--- config.mk ---
export PLATFORM = sky130hd
export DESIGN_NAME = mtrg_ram
export DESIGN_NICKNAME = d
export VERILOG_FILES = /design/src/sv/mtrg_ram.sv
export SDC_FILE = /design/constraint.sdc
export NUM_CORES = 1
export LEC_CHECK = 0
export ABC_AREA = 1
export BUFFER_PORTS_ARGS = -buffer_cell sky130_fd_sc_hd__buf_2
export CORE_ASPECT_RATIO = 0.7
export CORE_MARGIN = 2
export CORE_UTILIZATION = 65
export CTS_CLUSTER_SIZE = 20
export DETAILED_ROUTE_END_ITERATION = 7
export PLACE_DENSITY = 0.84
export SKIP_CTS_REPAIR_TIMING = 1
export SYNTH_ARGS = -nofsm -noshare
export SYNTH_HDL_FRONTEND = slang
export SYNTH_SLANG_ARGS = --single-unit
--- constraint.sdc ---
create_clock -name clk -period 3.4 [get_ports clk]
set_input_delay 1.02 -clock clk [delete_from_list [all_inputs] [get_ports clk]]
set_output_delay 1.02 -clock clk [all_outputs]
set_load 0.03 [all_outputs]
--- src/sv/mtrg_ram.sv ---
// ---------------------------------------------------------------------------
// mtrg_ram
// Generic single-port-write, single-port-read RAM with registered read.
// ---------------------------------------------------------------------------
module mtrg_ram #(
	parameter int WIDTH = 8,
	parameter int DEPTH = 16
) (
	input  logic                     clk,
	input  logic                     we,
	input  logic [$clog2(DEPTH)-1:0] waddr,
	input  logic [WIDTH-1:0]         wdata,
	input  logic [$clog2(DEPTH)-1:0] raddr,
	output logic [WIDTH-1:0]         rdata
);

	logic [WIDTH-1:0] mem [DEPTH];

	// write port and registered read
	always_ff @(posedge clk) begin
		if (we) begin
			mem[waddr] <= wdata;
		end
		rdata <= mem[raddr];
	end

endmodule

==> results_dict.tcl <==
set metrics [dict create \
    rows 28 \
    drtAntennaViolNets 0 \
    yosysUniqueCellTypes 12 \
    worstMarginPinSlew_ns 0.900 \
    io_pins 26 \
    ys_ff_latch 136 \
    grt_antenna_before_repair 0 \
    coreArea_sq_um 8550 \
    clock_skew_ns 0.00546 \
    drc 0 \
    startpoint_type "primary input" \
    r2r-end "rdata[3]" \
    setup_violations 0 \
    min_path_type "reg -> reg" \
    die-area_sq_um 9650 \
    place_inst 677 \
    critPathKind "in -> reg" \
    min-delay-start "mem[6][2]" \
    drt_iter0_drc 509 \
    endpoint_kind "flip-flop" \
    grt_max_degree 65 \
    clk_path_buf_depth 2 \
    initial_core_util 0.675 \
    ir_drop_mv 0.516 \
    grt.overflow.total 0 \
    die_h_microns 82.8 \
    first_pass_iters 5 \
    slew_headroom 0.398 \
    wl_per_cell_microns 18.2 \
    clk_latency_ns 0.41 \
    hold_viol_final 0 \
    fmax_mhz 485 \
    gp_congestion 0.897 \
    drv_slew 0 \
    fin_crit_sh 0.607 \
    num_vias 3992 \
    syn_nets 569 \
    die_w_microns 117 \
    setup_tns_ns 0 \
    first_global_vias 3667 \
    run_status "finished, final reports clean" \
    final_cell_mix "nand2_1 (173), edfxtp_1 (128), inv_1 (100)" \
    cts_buffers 17 \
    htree_levels 4 \
    hold_depth 6 \
    regToRegSetupSlack_ns 2.31 \
    cts_tree "built" \
    worst_hold_slack_ns 0.669 \
    required_ns 3.75 \
    p_per_area_nw_per_um2 591 \
    maxCapViolCount 0 \
    syn-instance-count 551 \
    crit-reg2reg-launch "mem[3][3]" \
    syn_avg_cell_area_sq_um 10.5 \
    port_buffers 25 \
    seq_area_frac_synth 0.694 \
    synth_area_sq_um 5770 \
    fin_nets 594 \
    clkSlewWorstSetupHoldPaths_ns 0.05 \
    numClockSinks 136 \
    place_hpwl_mm 7.80 \
    critPathArrivalTime_ns 2.41 \
    n_antenna_cell 0 \
    finalNonFillerCells 708 \
    p_leak_nw 2.81 \
    critPathMaxFanout 64 \
    final_common_cell "nand2_1" \
    rsz0062_at_grt "no" \
    yosysWarnings 0 \
    fin_crit_ns 2.06 \
    vias_per_cell 5.64 \
    wl_mm 12.9 \
    drive_above_1_share 0.0986 \
    grt_use_total 0.289 \
    cts_root_buf "clkbuf_16" \
    grt_pass1_wl_mm 20.0 \
    reg2regPathDepth 6 \
    hold_end "rdata[2]" \
    area_delta_synth_final_pct 11.9 \
]
final cells by class:
type | count | area (sq um)
Fill cell | 573 | 2090
Clock inverter | 13 | 113
Sequential cell | 136 | 4000
Tap cell | 120 | 150
Multi-Input combinational cell | 289 | 1210
Inverter | 102 | 383
Clock buffer | 18 | 429
Timing Repair Buffer | 30 | 163
per-stage QoR:
stage	setup slack [ns]	util	cell area (sq um)	total power [mW]
final	1.34	0.755	6450	3.82
after global placement	1.02	0.692	5910	2.15
after floorplan	1.43	-	5770	2.07
after CTS	1.35	0.755	6450	3.82
after global routing	1.26	0.755	6450	3.93
after detailed placement	0.917	0.692	5910	2.16
worst max-delay path, stage by stage:
cell	delay [ns]
buf_2	0.10
buf_4	0.56
nand2_1	0.13
nand2_1	0.14
nand2_1	0.07
nand3_1	0.17
nand3_1	0.11
nand2_1	0.09
sequential cells by signal (all words and copies together) (netlist names):
register / count
mem: 128
rdata: 8
worst max-delay path by stage:
| stage | cells after the start | to | startpoint |
|---|---|---|---|
| detailed placement | 3 | mem[9][3] | waddr[2] |
| floorplan | 2 | mem[10][0] | waddr[2] |
| global route | 7 | rdata[3] | raddr[0] |
| finish | 8 | rdata[3] | raddr[0] |
| CTS | 3 | mem[9][4] | waddr[2] |
| global placement | 3 | mem[9][5] | waddr[2] |
synthesized netlist by cell type, drive strengths merged:
master / instances / area, sq um
nand2: 173 / 649
edfxtp: 128 / 3840
inv: 102 / 383
nand3: 97 / 485
buf: 24 / 166
nor2: 17 / 63.8
dfxtp: 8 / 160
nand3b: 2 / 15.0
layer usage:
| metal | track usage | vias up | part of all wire |
|---|---|---|---|
| li1 | - | 1818 | - |
| met3 | 0.0964 | 14 | 0.13 |
| met4 | 0.0813 | 0 | 0.011 |
| met1 | 0.456 | 1865 | 0.41 |
| met2 | 0.389 | 295 | 0.44 |
| met5 | 0 | - | 0 |
report_power, final:
group	total, mW	switching, mW	internal, mW
clock network	1.68	0.632	1.05
registers	1.89	0.0104	1.88
logic	0.245	0.184	0.0609
total	3.82	0.826	2.99
cell families (layout without fill, tap and decap cells):
| kind of cell | Yosys count | after routing | synth area share |
|---|---|---|---|
| DFF | 136 | 136 | 0.694 |
| buffers and inverters | 126 | 163 | 0.0952 |
| and+or+nand+nor | 289 | 289 | 0.210 |
No activity file was read; power rests on OpenSTA's default activity.
